`src/hw/rtl/key_combo_sequence_detector_defines.svh`:
```
// Assertion helpers for the detector's checks on its own logic.
`ifndef KEY_COMBO_SEQUENCE_DETECTOR_DEFINES_SVH
`define KEY_COMBO_SEQUENCE_DETECTOR_DEFINES_SVH

// Check a condition at every clock edge outside reset.
`define KCSD_ASSERT_ALWAYS(lbl, cond, msg) \
   lbl: assert property (@(posedge clock) disable iff (reset) (cond)) else $error(msg);

// Check that a condition implies another one on the next clock edge.
`define KCSD_ASSERT_NEXT(lbl, ante, cons, msg) \
   lbl: assert property (@(posedge clock) disable iff (reset) (ante) |=> (cons)) else $error(msg);

`endif

```
`src/hw/rtl/kcsd_pkg.sv`:
```
`timescale 1ns / 1ps

package kcsd_pkg;

   // Sizes of the configured sequences and of the hold countdown
   localparam int COMBO_MAX  = 6;
   localparam int ROTARY_MAX = 5;
   localparam int TIMER_BITS = 16;

   // Field widths
   localparam int CODE_W       = 10;
   localparam int POS_W        = 3;
   localparam int VALUE_W      = 16;
   localparam int ENTRY_W      = CODE_W + 1;
   localparam int HOLD_TICKS_W = 16;
   localparam int HOLD_VALUE_W = 2;

   // Configuration port
   localparam int CSR_IDX_W  = 3;
   localparam int CSR_DATA_W = 60;

   // Reset values and fixed codes
   localparam logic [HOLD_TICKS_W-1:0] HOLD_TICKS_RESET = HOLD_TICKS_W'(5000);
   localparam logic [CODE_W-1:0]       POWER_KEY_CODE   = CODE_W'(116);
   localparam logic [CODE_W-1:0]       AXIS_X           = CODE_W'(0);
   localparam logic [31:0]             TIMER_LIMIT      = 32'((64'd1 << TIMER_BITS) - 64'd1);

   typedef enum logic [1:0] {
      ACT_KEY   = 2'd0,
      ACT_REL   = 2'd1,
      ACT_TICK  = 2'd2,
      ACT_OTHER = 2'd3
   } action_type;

   typedef enum logic [CSR_IDX_W-1:0] {
      CSR_COMBO_CODES    = 3'd0,
      CSR_COMBO_LENGTH   = 3'd1,
      CSR_ROTARY_ENTRIES = 3'd2,
      CSR_ROTARY_LENGTH  = 3'd3,
      CSR_HOLD_KEY_CODE  = 3'd4,
      CSR_HOLD_KEY_VALUE = 3'd5,
      CSR_HOLD_TICKS     = 3'd6,
      CSR_COUNT_REPEATS  = 3'd7
   } csr_index_type;

   typedef enum logic {
      KIND_KEY = 1'b0,
      KIND_REL = 1'b1
   } entry_kind_type;

   // Rotary sequence setup with the length already clamped
   typedef struct packed {
      logic [ROTARY_MAX-1:0][ENTRY_W-1:0] entries;
      logic [POS_W-1:0]                   length;
   } rotary_cfg_type;

   // One rotary step request
   typedef struct packed {
      logic                       feed;
      entry_kind_type             kind;
      logic [CODE_W-1:0]          code;
      logic signed [VALUE_W-1:0]  value;
      logic [POS_W-1:0]           index;
   } rotary_step_type;

   typedef struct packed {
      logic [POS_W-1:0] index;
      logic             fired;
   } rotary_result_type;

   // Clamp a programmed length into 1..max
   function automatic logic [POS_W-1:0] eff_len(input logic [POS_W-1:0] len,
                                                input logic [POS_W-1:0] max_len);
      logic [POS_W-1:0] res;
      if (len == '0) begin
         res = POS_W'(1);
      end else if (len > max_len) begin
         res = max_len;
      end else begin
         res = len;
      end
      return res;
   endfunction

endpackage

```
`src/hw/rtl/kcsd_if.sv`:
```
`timescale 1ns / 1ps

// Input event channel
interface kcsd_req_if;
   import kcsd_pkg::*;

   logic                      valid;
   logic                      ready;
   logic [1:0]                action;
   logic [CODE_W-1:0]         code;
   logic signed [VALUE_W-1:0] value;

   modport source (output valid, action, code, value, input ready);
   modport sink   (input valid, action, code, value, output ready);
endinterface

// Result channel
interface kcsd_rsp_if;
   import kcsd_pkg::*;

   logic             valid;
   logic             ready;
   logic             combo_fired;
   logic             hold_fired;
   logic             rotary_fired;
   logic             hold_armed;
   logic [POS_W-1:0] combo_position;
   logic [POS_W-1:0] rotary_position;

   modport source (output valid, combo_fired, hold_fired, rotary_fired, hold_armed,
                   combo_position, rotary_position, input ready);
   modport sink   (input valid, combo_fired, hold_fired, rotary_fired, hold_armed,
                   combo_position, rotary_position, output ready);
endinterface

```
`src/hw/rtl/kcsd_rotary.sv`:
```
`timescale 1ns / 1ps

module kcsd_rotary
   import kcsd_pkg::*;
(
   input  rotary_cfg_type    cfg,
   input  rotary_step_type   step,
   output rotary_result_type result
);

   logic [ENTRY_W-1:0] entry;
   entry_kind_type     entry_kind;
   logic [CODE_W-1:0]  entry_code;
   logic [POS_W-1:0]   next_pos;
   logic               value_fits;

   // Pick the entry at the current position
   assign entry      = cfg.entries[step.index];
   assign entry_kind = entry_kind_type'(entry[ENTRY_W-1]);
   assign entry_code = entry[CODE_W-1:0];
   assign next_pos   = step.index + POS_W'(1);

   // Power key value must be non-negative and below the length
   assign value_fits = !step.value[VALUE_W-1] &&
                       ($unsigned(step.value) < VALUE_W'(cfg.length));

   always_comb begin
      result.index = step.index;
      result.fired = 1'b0;
      if (step.feed) begin
         if (step.index >= cfg.length) begin
            result.index = '0;
         end else if (entry_kind != step.kind) begin
            result.index = '0;
         end else if (step.kind == KIND_KEY) begin
            // Key entry: jump to the position carried in the value
            if (entry_code == step.code && value_fits) begin
               result.index = step.value[POS_W-1:0];
            end else begin
               result.index = '0;
            end
         end else if (entry_code == step.code) begin
            // Motion entry matched: advance, fire at the end
            if (next_pos >= cfg.length) begin
               result.index = '0;
               result.fired = 1'b1;
            end else begin
               result.index = next_pos;
            end
         end else if (step.code != AXIS_X) begin
            result.index = '0;
         end
      end
   end

endmodule

```
`src/hw/rtl/key_combo_sequence_detector.sv`:
```
`timescale 1ns / 1ps
// Detects a key combo, a long key press and a mixed key/rotary gesture in a
// stream of events, and returns one result item per event item. An event is
// taken in every cycle; its result appears in the next cycle from the single
// result register, and the event channel stalls only while that register
// holds a result the sink has not taken. Configuration writes apply on the
// clock edge of the write and are meant for idle periods.
`include "key_combo_sequence_detector_defines.svh"

module key_combo_sequence_detector
   import kcsd_pkg::*;
(
   input  logic                  clock,
   input  logic                  reset,
   kcsd_req_if.sink              req_ch,
   kcsd_rsp_if.source            rsp_ch,
   input  logic                  csr_we,
   input  logic [CSR_IDX_W-1:0]  csr_index,
   input  logic [CSR_DATA_W-1:0] csr_wdata
);

   // Configuration registers
   logic [COMBO_MAX-1:0][CODE_W-1:0]    combo_codes_ff;
   logic [POS_W-1:0]                    combo_length_ff;
   logic [ROTARY_MAX-1:0][ENTRY_W-1:0]  rotary_entries_ff;
   logic [POS_W-1:0]                    rotary_length_ff;
   logic [CODE_W-1:0]                   hold_key_code_ff;
   logic [HOLD_VALUE_W-1:0]             hold_key_value_ff;
   logic [HOLD_TICKS_W-1:0]             hold_ticks_ff;
   logic                                count_repeats_ff;

   // Detector state
   logic [POS_W-1:0]      combo_index_ff, combo_index_in;
   logic [POS_W-1:0]      rotary_index_ff;
   logic                  hold_enabled_ff, hold_enabled_in;
   logic [TIMER_BITS-1:0] countdown_ff, countdown_in;

   // Result register
   logic             rsp_valid_ff;
   logic             combo_fired_ff, combo_fired_in;
   logic             hold_fired_ff, hold_fired_in;
   logic             rotary_fired_ff;
   logic [POS_W-1:0] combo_pos_ff;
   logic [POS_W-1:0] rotary_pos_ff;

   logic              accept;
   action_type        action;
   logic [POS_W-1:0]  combo_len;
   logic [CODE_W-1:0] combo_entry;
   logic [POS_W-1:0]  combo_next;
   logic              combo_feed;
   logic              hold_match;
   logic [31:0]       ticks_wide;
   logic [31:0]       ticks_sat;
   rotary_cfg_type    rot_cfg;
   rotary_step_type   rot_step;
   rotary_result_type rot_result;

   assign accept       = req_ch.valid && req_ch.ready;
   assign req_ch.ready = !rsp_valid_ff || rsp_ch.ready;
   assign action       = action_type'(req_ch.action);

   // Write configuration registers
   always_ff @(posedge clock) begin
      if (reset) begin
         combo_codes_ff    <= '0;
         combo_length_ff   <= POS_W'(1);
         rotary_entries_ff <= '0;
         rotary_length_ff  <= POS_W'(1);
         hold_key_code_ff  <= '0;
         hold_key_value_ff <= HOLD_VALUE_W'(1);
         hold_ticks_ff     <= HOLD_TICKS_RESET;
         count_repeats_ff  <= 1'b0;
      end else if (csr_we) begin
         unique case (csr_index_type'(csr_index))
            CSR_COMBO_CODES:    combo_codes_ff    <= csr_wdata[COMBO_MAX*CODE_W-1:0];
            CSR_COMBO_LENGTH:   combo_length_ff   <= csr_wdata[POS_W-1:0];
            CSR_ROTARY_ENTRIES: rotary_entries_ff <= csr_wdata[ROTARY_MAX*ENTRY_W-1:0];
            CSR_ROTARY_LENGTH:  rotary_length_ff  <= csr_wdata[POS_W-1:0];
            CSR_HOLD_KEY_CODE:  hold_key_code_ff  <= csr_wdata[CODE_W-1:0];
            CSR_HOLD_KEY_VALUE: hold_key_value_ff <= csr_wdata[HOLD_VALUE_W-1:0];
            CSR_HOLD_TICKS:     hold_ticks_ff     <= csr_wdata[HOLD_TICKS_W-1:0];
            CSR_COUNT_REPEATS:  count_repeats_ff  <= csr_wdata[0];
            default: ;
         endcase
      end
   end

   // Step the combo matcher
   assign combo_len   = eff_len(combo_length_ff, POS_W'(COMBO_MAX));
   assign combo_entry = combo_codes_ff[combo_index_ff];
   assign combo_next  = combo_index_ff + POS_W'(1);
   assign combo_feed  = (action == ACT_KEY) &&
                        (req_ch.value[0] || (count_repeats_ff && req_ch.value[1]));

   always_comb begin
      combo_index_in = combo_index_ff;
      combo_fired_in = 1'b0;
      if (combo_feed) begin
         if (combo_index_ff >= combo_len) begin
            combo_index_in = '0;
         end else if (combo_entry == req_ch.code) begin
            if (combo_next >= combo_len) begin
               combo_index_in = '0;
               combo_fired_in = 1'b1;
            end else begin
               combo_index_in = combo_next;
            end
         end else if (combo_codes_ff[0] == req_ch.code) begin
            combo_index_in = POS_W'(1);
         end else begin
            combo_index_in = '0;
         end
      end
   end

   // Reload, disarm and count down the hold gesture
   assign hold_match = (req_ch.code == hold_key_code_ff) &&
                       (req_ch.value == $signed(VALUE_W'(hold_key_value_ff)));
   assign ticks_wide = 32'(hold_ticks_ff);
   assign ticks_sat  = (ticks_wide > TIMER_LIMIT) ? TIMER_LIMIT : ticks_wide;

   always_comb begin
      hold_enabled_in = hold_enabled_ff;
      countdown_in    = countdown_ff;
      hold_fired_in   = 1'b0;
      case (action)
         ACT_KEY: begin
            if (hold_enabled_ff) begin
               if (hold_match) begin
                  countdown_in = TIMER_BITS'(ticks_sat);
               end else begin
                  hold_enabled_in = 1'b0;
               end
            end
         end
         ACT_TICK: begin
            if (countdown_ff != '0) begin
               countdown_in  = countdown_ff - TIMER_BITS'(1);
               hold_fired_in = (countdown_ff == TIMER_BITS'(1)) && hold_enabled_ff;
            end
         end
         default: ;
      endcase
   end

   // Step the rotary matcher
   assign rot_cfg.entries = rotary_entries_ff;
   assign rot_cfg.length  = eff_len(rotary_length_ff, POS_W'(ROTARY_MAX));
   assign rot_step.feed   = (action == ACT_REL) ||
                            ((action == ACT_KEY) && (req_ch.code == POWER_KEY_CODE));
   assign rot_step.kind   = (action == ACT_REL) ? KIND_REL : KIND_KEY;
   assign rot_step.code   = req_ch.code;
   assign rot_step.value  = req_ch.value;
   assign rot_step.index  = rotary_index_ff;

   kcsd_rotary u_rotary (
      .cfg    (rot_cfg),
      .step   (rot_step),
      .result (rot_result)
   );

   // Advance state on an accepted item
   always_ff @(posedge clock) begin
      if (reset) begin
         combo_index_ff  <= '0;
         rotary_index_ff <= '0;
         hold_enabled_ff <= 1'b1;
         countdown_ff    <= '0;
      end else if (accept) begin
         combo_index_ff  <= combo_index_in;
         rotary_index_ff <= rot_result.index;
         hold_enabled_ff <= hold_enabled_in;
         countdown_ff    <= countdown_in;
      end
   end

   // Hold the result until the sink takes it
   always_ff @(posedge clock) begin
      if (reset) begin
         rsp_valid_ff <= 1'b0;
      end else if (accept) begin
         rsp_valid_ff <= 1'b1;
      end else if (rsp_ch.ready) begin
         rsp_valid_ff <= 1'b0;
      end
   end

   always_ff @(posedge clock) begin
      if (accept) begin
         combo_fired_ff  <= combo_fired_in;
         hold_fired_ff   <= hold_fired_in;
         rotary_fired_ff <= rot_result.fired;
         combo_pos_ff    <= combo_index_in;
         rotary_pos_ff   <= rot_result.index;
      end
   end

   assign rsp_ch.valid           = rsp_valid_ff;
   assign rsp_ch.combo_fired     = combo_fired_ff;
   assign rsp_ch.hold_fired      = hold_fired_ff;
   assign rsp_ch.rotary_fired    = rotary_fired_ff;
   assign rsp_ch.hold_armed      = hold_enabled_ff;
   assign rsp_ch.combo_position  = combo_pos_ff;
   assign rsp_ch.rotary_position = rotary_pos_ff;

   // Positions stay inside their sequences
   `KCSD_ASSERT_ALWAYS(a_combo_pos, combo_index_ff < POS_W'(COMBO_MAX), "bad combo pos")
   `KCSD_ASSERT_ALWAYS(a_rotary_pos, rotary_index_ff < POS_W'(ROTARY_MAX), "bad rotary pos")
   // Once disarmed, the hold gesture stays disarmed
   `KCSD_ASSERT_NEXT(a_hold_sticky, !hold_enabled_ff, !hold_enabled_ff, "hold gesture rearmed")
   // A hold report only comes while armed
   `KCSD_ASSERT_ALWAYS(a_hold_fire, !rsp_valid_ff || !hold_fired_ff || hold_enabled_ff, "bad fire")
   // Every accepted item leaves a result
   `KCSD_ASSERT_NEXT(a_accept_result, accept, rsp_valid_ff, "accepted item lost its result")

endmodule

```
`src/flat_wrapper.sv`:
```
// flat-port wrapper written by rule: the top's interface ports become plain ports
module key_combo_sequence_detector_flat import kcsd_pkg::*;
  (clock, reset, csr_we, csr_index, csr_wdata, req_ch_valid, req_ch_action, req_ch_code, req_ch_value, req_ch_ready, rsp_ch_valid, rsp_ch_combo_fired, rsp_ch_hold_fired, rsp_ch_rotary_fired, rsp_ch_hold_armed, rsp_ch_combo_position, rsp_ch_rotary_position, rsp_ch_ready);
  kcsd_req_if req_ch_i ();
  kcsd_rsp_if rsp_ch_i ();
  input  logic clock;
  input  logic reset;
  input  logic csr_we;
  input  logic [CSR_IDX_W-1:0] csr_index;
  input  logic [CSR_DATA_W-1:0] csr_wdata;
  input wire logic [$bits(req_ch_i.valid)-1:0] req_ch_valid;
  input wire logic [$bits(req_ch_i.action)-1:0] req_ch_action;
  input wire logic [$bits(req_ch_i.code)-1:0] req_ch_code;
  input wire logic [$bits(req_ch_i.value)-1:0] req_ch_value;
  output wire logic [$bits(req_ch_i.ready)-1:0] req_ch_ready;
  output wire logic [$bits(rsp_ch_i.valid)-1:0] rsp_ch_valid;
  output wire logic [$bits(rsp_ch_i.combo_fired)-1:0] rsp_ch_combo_fired;
  output wire logic [$bits(rsp_ch_i.hold_fired)-1:0] rsp_ch_hold_fired;
  output wire logic [$bits(rsp_ch_i.rotary_fired)-1:0] rsp_ch_rotary_fired;
  output wire logic [$bits(rsp_ch_i.hold_armed)-1:0] rsp_ch_hold_armed;
  output wire logic [$bits(rsp_ch_i.combo_position)-1:0] rsp_ch_combo_position;
  output wire logic [$bits(rsp_ch_i.rotary_position)-1:0] rsp_ch_rotary_position;
  input wire logic [$bits(rsp_ch_i.ready)-1:0] rsp_ch_ready;
  assign req_ch_i.valid = req_ch_valid;
  assign req_ch_i.action = req_ch_action;
  assign req_ch_i.code = req_ch_code;
  assign req_ch_i.value = req_ch_value;
  assign req_ch_ready = req_ch_i.ready;
  assign rsp_ch_valid = rsp_ch_i.valid;
  assign rsp_ch_combo_fired = rsp_ch_i.combo_fired;
  assign rsp_ch_hold_fired = rsp_ch_i.hold_fired;
  assign rsp_ch_rotary_fired = rsp_ch_i.rotary_fired;
  assign rsp_ch_hold_armed = rsp_ch_i.hold_armed;
  assign rsp_ch_combo_position = rsp_ch_i.combo_position;
  assign rsp_ch_rotary_position = rsp_ch_i.rotary_position;
  assign rsp_ch_i.ready = rsp_ch_ready;
  key_combo_sequence_detector u_core (.clock(clock), .reset(reset), .req_ch(req_ch_i), .rsp_ch(rsp_ch_i), .csr_we(csr_we), .csr_index(csr_index), .csr_wdata(csr_wdata));
endmodule
```
`config.mk`:
```
export PLATFORM = sky130hd
export DESIGN_NAME = key_combo_sequence_detector_flat
export DESIGN_NICKNAME = d
export VERILOG_FILES = /design/src/hw/rtl/kcsd_pkg.sv /design/src/hw/rtl/kcsd_if.sv /design/src/hw/rtl/kcsd_rotary.sv /design/src/hw/rtl/key_combo_sequence_detector.sv /design/src/flat_wrapper.sv
export VERILOG_INCLUDE_DIRS = /design/src /design/src/hw/rtl
export SDC_FILE = /design/constraint.sdc
export NUM_CORES = 1
export LEC_CHECK = 0
export ABC_AREA = 1
export BUFFER_PORTS_ARGS = -buffer_cell sky130_fd_sc_hd__buf_4
export CAP_MARGIN = 20
export CORE_ASPECT_RATIO = 0.5
export CORE_MARGIN = 2
export CORE_UTILIZATION = 50
export DETAILED_ROUTE_END_ITERATION = 6
export MAX_ROUTING_LAYER = met4
export PLACE_DENSITY = 0.73
export SYNTH_ARGS = -nofsm -noshare
export SYNTH_HDL_FRONTEND = slang
export SYNTH_HIERARCHICAL = 1
export SYNTH_SLANG_ARGS = --single-unit
```
`constraint.sdc`:
```
create_clock -name clock -period 4.6 [get_ports clock]
set_input_delay 0.46 -clock clock [delete_from_list [all_inputs] [get_ports clock]]
set_output_delay 0.46 -clock clock [all_outputs]
set_load 0.02 [all_outputs]
```
==> impl_metrics.json, run 1 <==
{
  "hold_class": "in2reg",
  "place_area_mm2": 0.0106,
  "reg2reg_to": "u_core/rotary_index_ff[1]",
  "cts-root-buf": "clkbuf_16",
  "ys_ff_latch": 183,
  "drtIter0Drc": 1067,
  "peakVddDrop_v": 0.000218,
  "cts_tree": "done",
  "postCtsSetupRepairBufs": 0,
  "rrSetupSlack_ns": 1.75,
  "postSynthAreaPerCell_um2": 6.62,
  "cpMaxStageDelayCell": "dfxtp_1",
  "worstMarginPinSlew_ns": 1.09,
  "max_cap_viol_count": 0,
  "track_usage_pct": 32.8,
  "numCtsBuffers": 17,
  "drc": 0,
  "finalInstanceArea_mm2": 0.0111,
  "die_w_um": 201,
  "endpoint_kind": "flop",
  "p_leak_nw": 5.15,
  "port_buffers": 107,
  "yosysMostFrequentCell": "nor2_1",
  "htree_num_levels": 4,
  "synthesis.area_mm2": 0.00972,
  "endpoint": "u_core/rotary_index_ff[1]",
  "synth_fp_nets": 1582,
  "max_freq_mhz": 351,
  "synth_top_cell_by_area": "dfxtp_1",
  "clk_latency_ns": 0.44,
  "detail-route-antenna-nets": 0,
  "dr.pass1.iters": 6,
  "cts.sinks": 183,
  "yosysTopAreaCellShare_pct": 35.8,
  "fillCellCount": 1825,
  "worst_ep_arrival_time_ns": 3.23,
  "routedWlPerCell_um": 17.8,
  "synth_edf_count": 9,
  "fin_skew_ns": 0.0118,
  "antenna_found_initial": 0,
  "syn_inst": 1468,
  "fin_nets": 1646,
  "setup_tns_ns": 0,
  "clk_path_buf_depth": 2,
  "grt-ovfl-total": 0,
  "coreArea_mm2": 0.0187,
  "ios": 108,
  "rr_startpoint": "u_core/rotary_index_ff[1]",
  "synthArstFlopShare_pct": 0,
  "netlist_top_cells_count": "297 x nor2_1, 282 x nand2_1, 178 x o21ai_0",
  "grt_pass1_vias": 9108,
  "synth_warnings": 6,
  "finalHoldViolations": 0,
  "start_kind": "flop",
  "cp.required_ns": 4.98,
  "r2r_cells": 15,
  "via_per_inst": 5.58,
  "synthTopCellsByArea": "dfxtp_1 36%, nor2_1 11%, nand2_1 11%, o21ai_0 9.2%, inv_1 5.5%",
  "ctsHoldBuffers": 0,
  "vias": 10100,
  "cpPeakStageDelay_ns": 0.86,
  "gp_congestion": 1.02,
  "seq_area_mm2": 0.00375,
  "drive_gt1_share_pct": 13.0,
  "report.final.setup_viol": 0,
  "cp_cell_sequence": "ha_1 -> xnor2_1 -> inv_1 -> ha_1 -> a21oi_1 -> o21ai_0 -> a31oi_1 -> nand2_1 -> nand4_1 -> nand3_1 -> nand2_1 -> nand2_1 -> nand2_1 -> o21ai_0 -> nor2_1",
  "startpoint": "u_core/rotary_index_ff[1]",
  "row_count": 35,
  "crit_type": "reg2reg",
  "pwr_density_cell_mw_per_mm2": 348,
  "fp.dieH_um": 103,
  "multi_input_area_mm2": 0.00500,
  "diodes": 0,
  "synth_ff_type": "dfxtp_1",
  "cts.clk_slew.worst_paths_ns": 0.07,
  "cts_resized": 0,
  "rsz0062_at_grt": "no",
  "initial_core_util_pct": 52.0,
  "layout_min_cycle_time_ns": 2.85,
  "outcome": "complete, no violations",
  "cpMostUsedCell": "nand2_1",
  "grt_pass1_wl_um": 50600,
  "hpwl_um": 23100,
  "ys_types": 46,
  "grt_max_degree": 83,
  "totalWireLength_um": 32100,
  "synth-seq-area-share_pct": 38.6,
  "maxSlewHeadroom_pct": 27.6,
  "crit_fanout": 15,
  "syn_to_final_growth_pct": 14.7,
  "drv_slew": 0,
  "min_period_over_period_pct": 62.0,
  "die_area_mm2": 0.0206
}
-- metrics by stage --
step | setup WS [ns] | power [mW] | std cells | util, % | hold slack [ns]
floorplan | 2.47 | 2.16 | 1468 | - | 0.423
finish | 1.75 | 3.88 | 1803 | 59.6 | 0.239
global route | 1.44 | 4.04 | 1803 | 59.6 | 0.241
global placement | 1.80 | 2.37 | 1772 | 56.4 | 0.437
CTS | 1.76 | 3.87 | 1803 | 59.6 | 0.234
detailed placement | 1.77 | 2.38 | 1772 | 56.4 | 0.438
-- critical path, delay by kind of cell, from the launching register on --
family | cells | cell delay, ns
xor gates and xnor gates | 1 | 0.14
and+or+nand+nor | 7 | 0.61
adders and majority gates | 2 | 0.59
buffers and inverters | 1 | 0.07
AOI/OAI and AO/OA | 4 | 0.51
DFF | 1 | 0.86
-- where the power goes --
part           internal [mW]  switching, mW  leakage [nW]
clock                  0.837          0.674         0.287
sequential              1.66         0.0583          1.51
combinational          0.228          0.417          3.36
-- placed cells by master, fill, tap and decap left out, drive strengths merged --
master	n
edfxtp	9
bufinv	2
a21boi	1
nand2	289
a211oi	4
nor3b	1
xnor2	5
buf	117
xor2	8
a21oi	61
clkinvlp	2
inv	160
nor4	14
o211ai	8
o22ai	5
a21o	2
o21a	7
nand3b	6
nor3	9
o31ai	1
nor2	307
a31oi	1
clkbuf	19
ha	18
o2111ai	1
clkinv	4
o21ai	194
or2	6
nand3	97
dfxtp	174
nand4	12
-- state kept, by name, summed over array words and instances (netlist names), 2 cells and up --
name and count:
u_core/combo_codes_ff 60, u_core/combo_index_ff 3, u_core/combo_length_ff 3, u_core/countdown_ff 16, u_core/hold_key_code_ff 10, u_core/hold_key_value_ff 2
u_core/hold_ticks_ff 16, u_core/rot_cfg 55, u_core/rotary_index_ff 3, u_core/rotary_length_ff 3, u_core/rsp_ch.combo_position 3, u_core/rsp_ch.rotary_position 3
-- area by class of cell --
class                      count  share of cell area (%)
tap                          259                    2.91
timing repair buffer         117                    7.88
sequential                   183                    33.7
multi-input combinational   1057                    44.9
clock inverter                12                    1.27
inverter                     156                    5.31
clock buffer                  19                    4.06
-- cells by family (layout without fill, tap and decap cells) --
group,Yosys count,count (layout),synth area share (%)
AO/OA/AOI/OAI,285,285,15.7
XOR/XNOR,13,13,1.17
adder cells (fa/ha/maj),18,18,2.32
buffers and inverters,228,304,9.93
flip-flops,183,183,38.6
AND/OR/NAND/NOR,741,741,32.2
-- worst min-delay path by stage --
stage	from	endpoint	slack [ns]	cells past startpoint
floorplan	u_core/combo_length_ff[0]	u_core/combo_length_ff[0]	0.42	2
global placement	u_core/hold_ticks_ff[12]	u_core/hold_ticks_ff[12]	0.44	2
detailed placement	u_core/hold_ticks_ff[12]	u_core/hold_ticks_ff[12]	0.44	2
CTS	csr_wdata[56]	u_core/combo_codes_ff[56]	0.23	3
global route	csr_wdata[58]	u_core/combo_codes_ff[58]	0.24	3
finish	csr_wdata[56]	u_core/combo_codes_ff[56]	0.24	3
-- metal layers --
metal | up-vias | GRT usage, % | share of wire (%) | wire [um]
li1 | 4844 | - | - | -
met1 | 4648 | 46.7 | 47 | 15000
met2 | 516 | 47.0 | 41 | 13000
met3 | 59 | 5.69 | 10 | 3290
met4 | 0 | 10.6 | 2.4 | 759
met5 | - | - | 0 | 0
(Power assumes the default switching activity.)
==> run 2: changes to the inputs <==
--- a/config.mk
+++ b/config.mk
@@ -6,7 +6,7 @@
 export SDC_FILE = /design/constraint.sdc
 export NUM_CORES = 1
 export LEC_CHECK = 0
-export ABC_AREA = 1
+export ABC_AREA = 0
 export BUFFER_PORTS_ARGS = -buffer_cell sky130_fd_sc_hd__buf_4
 export CAP_MARGIN = 20
 export CORE_ASPECT_RATIO = 0.5
@@ -14,7 +14,7 @@
 export CORE_UTILIZATION = 50
 export DETAILED_ROUTE_END_ITERATION = 6
 export MAX_ROUTING_LAYER = met4
-export PLACE_DENSITY = 0.73
+export PLACE_DENSITY = 0.76
 export SYNTH_ARGS = -nofsm -noshare
 export SYNTH_HDL_FRONTEND = slang
 export SYNTH_HIERARCHICAL = 1
==> constraint.sdc (replaced) <==
create_clock -name clock -period 2.6 [get_ports clock]
set_input_delay 0.26 -clock clock [delete_from_list [all_inputs] [get_ports clock]]
set_output_delay 0.26 -clock clock [all_outputs]
set_load 0.02 [all_outputs]
==> impl_metrics.json, run 2 <==
{
  "final_cells": 1494,
  "cts-root-buf": "clkbuf_16",
  "syn_inst": 1127,
  "min_period_over_period_pct": 101,
  "fin_skew_ns": 0.00900,
  "crit_type": "reg2reg",
  "synthTopCellsByArea": "dfxtp_1 38%, nand2_1 13%, a21oi_1 9.1%, xnor2_1 2.9%, edfxtp_1 2.9%",
  "cts.clk_slew.worst_paths_ns": 0.08,
  "finalInstanceArea_mm2": 0.0114,
  "drive_gt1_share_pct": 22.8,
  "antenna_found_initial": 0,
  "layout.cells.most_common": "nand2_1",
  "finalHoldViolations": 0,
  "cpMaxStageDelayCell": "dfxtp_4",
  "cpPeakStageDelay_ns": 0.39,
  "grt_max_degree": 88,
  "layout_common_cells": "316 x nand2_1, 167 x dfxtp_1, 165 x a21oi_1",
  "hpwl_um": 20500,
  "drc": 0,
  "totalWireLength_um": 29300,
  "gp_congestion": 0.953,
  "whs_path_depth": 3,
  "cp_cell_sequence": "buf_4 -> buf_4 -> mux2i_1 -> o22ai_1 -> a21oi_1 -> nor4b_2 -> a21oi_1 -> nor4b_1 -> a21oi_1 -> o211ai_2 -> nand2_1 -> a21oi_2",
  "place_area_mm2": 0.0104,
  "endpoint_kind": "flop",
  "fp.dieH_um": 100,
  "detail-route-antenna-nets": 0,
  "max_freq_mhz": 380,
  "syn_to_final_growth_pct": 23.2,
  "htree_num_levels": 4,
  "maxSlewHeadroom_pct": 57.2,
  "postSynthAreaPerCell_um2": 8.18,
  "drtIter0Drc": 954,
  "initial_core_util_pct": 50.6,
  "setup_tns_ns": -0.0300,
  "rrSetupSlack_ns": -0.03,
  "finish.utilization_pct": 62.4,
  "clk_latency_ns": 0.43,
  "yosysMostFrequentCell": "nand2_1",
  "vias": 8847,
  "synth-seq-area-share_pct": 40.7,
  "grt_pass1_vias": 8031,
  "largest_register_ffs": 60,
  "peakVddDrop_v": 0.000392,
  "start_kind": "flop",
  "synthArstFlopShare_pct": 0,
  "pwr_density_cell_mw_per_mm2": 568,
  "grt_pass1_wl_um": 44500,
  "cp.required_ns": 2.96,
  "track_usage_pct": 30.3,
  "synth_warnings": 6,
  "regMostFlops": "u_core/combo_codes_ff",
  "place_ws_ns": -0.118,
  "yosysTopAreaCellShare_pct": 37.8,
  "netlist_top_cells_count": "318 x nand2_1, 174 x dfxtp_1, 167 x a21oi_1",
  "synth_edf_count": 9,
  "r2r_cells": 12,
  "holdCritStartpoint": "csr_wdata[59]",
  "die_w_um": 196,
  "crit_buf_inv": 2,
  "synth_ff_type": "dfxtp_1",
  "ys_ff_latch": 183,
  "via_per_inst": 5.92,
  "rr_startpoint": "u_core/rotary_index_ff[0]",
  "crit_fanout": 5,
  "cp_top_family": "compound AO/OA/AOI/OAI gates",
  "layout_min_cycle_time_ns": 2.63,
  "port_buffers": 107,
  "ys_types": 77,
  "drv_slew": 0,
  "clk_path_buf_depth": 2,
  "rsz0062_at_grt": "yes",
  "fillCellCount": 1547,
  "hold_class": "in2reg",
  "row_count": 35,
  "synthesis.area_mm2": 0.00922,
  "cpMostUsedCell": "a21oi_1",
  "die_area_mm2": 0.0196,
  "p_leak_nw": 4.08,
  "synth_fp_nets": 1241,
  "cts.sinks": 183,
  "fin_nets": 1355,
  "synth_top_cell_by_area": "dfxtp_1",
  "holdWs_ns": 0.0698,
  "worstMarginPinSlew_ns": 0.642,
  "min_to": "u_core/combo_codes_ff[59]",
  "reg2reg_to": "u_core/rotary_index_ff[2]",
  "outcome": "complete, but fails checks",
  "numCtsBuffers": 17,
  "routedWlPerCell_um": 19.6,
  "placedCellCount": 1455,
  "ios": 108,
  "max_cap_viol_count": 0,
  "dr.pass1.iters": 5,
  "grt-ovfl-total": 0,
  "power.total_mw": 6.45,
  "fin_ws_ns": -0.0300,
  "worst_ep_arrival_time_ns": 2.99,
  "report.final.setup_viol": 1,
  "coreArea_mm2": 0.0182,
  "cts_tree": "done",
  "violations": "negative setup slack",
  "diodes": 0
}
==> run 2: changes by cell type in the layout (fill, tap and decap cells not counted), moves of 10 or more <==
cell / change
buf_4: +41
o21ai_0: -153
inv_2: -12
nor2_1: -256
xnor2_1: +25
nand2_1: +34
nand3_1: -77
o21ai_1: -11
a21oi_1: +105
a22oi_1: +10
mux2_2: +14
mux2i_1: +17
inv_1: -123
==> run 2: where the power goes <==
part / total, mW / switching, mW / leakage, nW / internal (mW)
Clock: 2.75 / 1.30 / 0.308 / 1.45
Sequential: 2.95 / 0.0608 / 1.51 / 2.89
Combinational: 0.755 / 0.440 / 2.27 / 0.315
Total: 6.45 / 1.80 / 4.08 / 4.66
==> run 2: how the worst max path moves through the flow <==
stage | depth (start not counted) | endpoint | start
CTS | 13 | u_core/rotary_index_ff[2] | u_core/rotary_length_ff[1]
global placement | 11 | u_core/rotary_index_ff[2] | u_core/rotary_index_ff[0]
global route | 14 | u_core/rotary_index_ff[2] | u_core/rotary_index_ff[0]
detailed placement | 11 | u_core/rotary_index_ff[2] | u_core/rotary_index_ff[0]
finish | 12 | u_core/rotary_index_ff[2] | u_core/rotary_index_ff[0]
floorplan | 9 | u_core/rsp_ch.rotary_position[0] | u_core/rotary_index_ff[0]
==> run 2: final cells by class <==
| cell class | count | area [um^2] | share of cell area [%] |
|---|---|---|---|
| clock buffers | 18 | 450 | 3.97 |
| clock inverters | 14 | 176 | 1.55 |
| flip-flops and latches | 183 | 3770 | 33.2 |
| inverters | 19 | 71.3 | 0.628 |
| repair buffers | 168 | 1370 | 12.0 |
| well taps | 240 | 300 | 2.64 |
| multi-input cells | 852 | 5230 | 46.0 |
==> run 2: routing by layer <==
| metal | track usage (%) | share of wire [%] |
|---|---|---|
| met1 | 42.3 | 45 |
| met2 | 46.2 | 45 |
| met3 | 4.87 | 9.3 |
| met4 | 7.34 | 1.3 |
| met5 | - | 0 |
==> run 2: what timing repair did <==
action,CTS,global route
pin swaps,6,26
resized for setup,14,45
hold buffers,0,0
gates cloned,0,1
setup buffers,2,4
endpoints found under the setup margin,12,12
==> run 2: cells by family after synthesis <==
logic type | after synthesis | share of synthesized area, %
AOI/OAI and AO/OA | 271 | 17.7
xor gates and xnor gates | 42 | 3.99
adders and majority gates | 19 | 2.55
buffers and inverters | 92 | 5.17
DFF | 183 | 40.7
muxes | 44 | 6.62
and+or+nand+nor | 476 | 23.2
==> run 2: worst reg2reg max path, stage by stage (launching register included) <==
cell and delay [ns]:
dfxtp_4 0.39, buf_4 0.13, buf_4 0.12, mux2i_1 0.24
o22ai_1 0.13, a21oi_1 0.31, nor4b_2 0.35, a21oi_1 0.13
nor4b_1 0.32, a21oi_1 0.12, o211ai_2 0.10, nand2_1 0.08
a21oi_2 0.14
==> run 3: changes to the inputs <==
--- a/config.mk
+++ b/config.mk
@@ -19,3 +19,4 @@
 export SYNTH_HDL_FRONTEND = slang
 export SYNTH_HIERARCHICAL = 1
 export SYNTH_SLANG_ARGS = --single-unit
+export TNS_END_PERCENT = 1
==> impl_metrics.json, run 3 (synthesized netlist as in run 2, its figures left out) <==
{
  "place_ws_ns": -0.118,
  "p_leak_nw": 4.05,
  "drv_slew": 0,
  "gp_congestion": 0.953,
  "finalHoldViolations": 0,
  "worst_ep_arrival_time_ns": 3.00,
  "diodes": 0,
  "outcome": "complete, but fails checks",
  "clk_path_buf_depth": 2,
  "grt_pass1_wl_um": 44500,
  "start_kind": "flop",
  "worstMarginPinSlew_ns": 0.636,
  "rsz0062_at_grt": "yes",
  "drtIter0Drc": 874,
  "drive_gt1_share_pct": 22.1,
  "maxSlewHeadroom_pct": 57.6,
  "holdCritStartpoint": "csr_wdata[59]",
  "cts.clk_slew.worst_paths_ns": 0.08,
  "endpoint_kind": "flop",
  "totalWireLength_um": 29000,
  "fp.dieH_um": 100,
  "place_area_mm2": 0.0104,
  "crit_fanout": 10,
  "row_count": 35,
  "routedWlPerCell_um": 19.5,
  "grt-ovfl-total": 0,
  "htree_num_levels": 4,
  "vias": 8738,
  "peakVddDrop_v": 0.000392,
  "port_buffers": 107,
  "track_usage_pct": 30.3,
  "regMostFlops": "u_core/combo_codes_ff",
  "layout.cells.most_common": "nand2_1",
  "fillCellCount": 1562,
  "cts_tree": "done",
  "rr_startpoint": "u_core/combo_index_ff[1]",
  "rrSetupSlack_ns": -0.04,
  "die_w_um": 196,
  "min_to": "u_core/combo_codes_ff[59]",
  "reg2reg_to": "u_core/combo_index_ff[1]",
  "cts-root-buf": "clkbuf_16",
  "hold_class": "in2reg",
  "hpwl_um": 20500,
  "cts.sinks": 183,
  "die_area_mm2": 0.0196,
  "power.total_mw": 6.44,
  "fin_ws_ns": -0.0354,
  "clk_latency_ns": 0.44,
  "min_period_over_period_pct": 101,
  "ctsHoldBuffers": 0,
  "report.final.setup_viol": 3,
  "setup_tns_ns": -0.0693,
  "violations": "negative setup slack",
  "max_freq_mhz": 379,
  "grt_pass1_vias": 7977,
  "cp.required_ns": 2.96,
  "layout_common_cells": "316 x nand2_1, 167 x dfxtp_1, 165 x a21oi_1",
  "drc": 0,
  "r2r_cells": 9,
  "largest_register_ffs": 60,
  "crit_buf_inv": 2,
  "numCtsBuffers": 17,
  "crit_type": "reg2reg",
  "initial_core_util_pct": 50.6,
  "via_per_inst": 5.86,
  "finalInstanceArea_mm2": 0.0113,
  "cp_cell_sequence": "buf_12 -> mux4_2 -> a22oi_2 -> xnor2_1 -> nor4_2 -> buf_4 -> nand2_1 -> or4_4 -> a21oi_2",
  "max_cap_viol_count": 0,
  "cp_top_family": "simple AND/OR/NAND/NOR gates",
  "cpPeakStageDelay_ns": 0.52,
  "cpMaxStageDelayCell": "or4_4",
  "fin_skew_ns": 0.0107,
  "fin_nets": 1351,
  "antenna_found_initial": 0,
  "detail-route-antenna-nets": 0,
  "syn_to_final_growth_pct": 22.2,
  "startpoint": "u_core/combo_index_ff[1]",
  "finish.utilization_pct": 61.9,
  "dr.pass1.iters": 6,
  "coreArea_mm2": 0.0182,
  "ios": 108,
  "pwr_density_cell_mw_per_mm2": 572,
  "whs_path_depth": 3,
  "layout_min_cycle_time_ns": 2.64,
  "grt_max_degree": 88
}
run 3: cell types whose count changed in the layout (fill, tap and decap cells not counted), sizes merged:
| cell | change |
|---|---|
| clkbuf | -1 |
| buf | -3 |
run 3: worst max path at each step:
stage	cells after the start	to
2_1_floorplan	9	u_core/rsp_ch.rotary_position[0]
3_3_place_gp	11	u_core/rotary_index_ff[2]
3_5_place_dp	11	u_core/rotary_index_ff[2]
4_1_cts	8	u_core/combo_index_ff[1]
5_1_grt	9	u_core/combo_index_ff[1]
6_report	9	u_core/combo_index_ff[1]
run 3: timing repair:
action                     in CTS  in global routing
setup endpoints to repair      12                 13
setup buffers                   0                  3
pin swaps                       2                 19
resized for setup               9                 39
run 3: area by class of cell:
class                      count  area [um^2]  area share [%]
timing repair buffer         164         1310            11.7
multi-input combinational    852         5190            46.1
tap                          240          300            2.66
sequential                   183         3770            33.4
inverter                      19         71.3           0.633
clock inverter                14          176            1.57
clock buffer                  18          450            4.00
run 3: layer usage:
layer / GRT usage (%) / vias up / share of wire, %
li1: - / 4139 / -
met1: 42.1 / 4168 / 45
met2: 46.4 / 391 / 45
met3: 5.21 / 40 / 8.9
met4: 6.88 / 0 / 1.3
met5: - / - / 0
run 3: worst reg2reg max path: stages (launching register included):
cell and delay, ns:
dfxtp_2 0.36, buf_12 0.14, mux4_2 0.51, a22oi_2 0.19, xnor2_1 0.10, nor4_2 0.33, buf_4 0.18, nand2_1 0.08
or4_4 0.52, a21oi_2 0.15
run 3: report_power, final:
group	total (mW)	internal [mW]	switching, mW
Combinational	0.744	0.310	0.434
Sequential	2.95	2.89	0.0607
Clock	2.74	1.45	1.30
Total	6.44	4.65	1.79
run 3: metrics by stage:
| step | hold WS, ns | instances |
|---|---|---|
| final | 0.0705 | 1490 |
| after CTS | 0.0626 | 1487 |
| after detailed placement | 0.445 | 1455 |
| after global routing | 0.0736 | 1490 |
| after floorplan | 0.378 | 1127 |
| after global placement | 0.437 | 1455 |
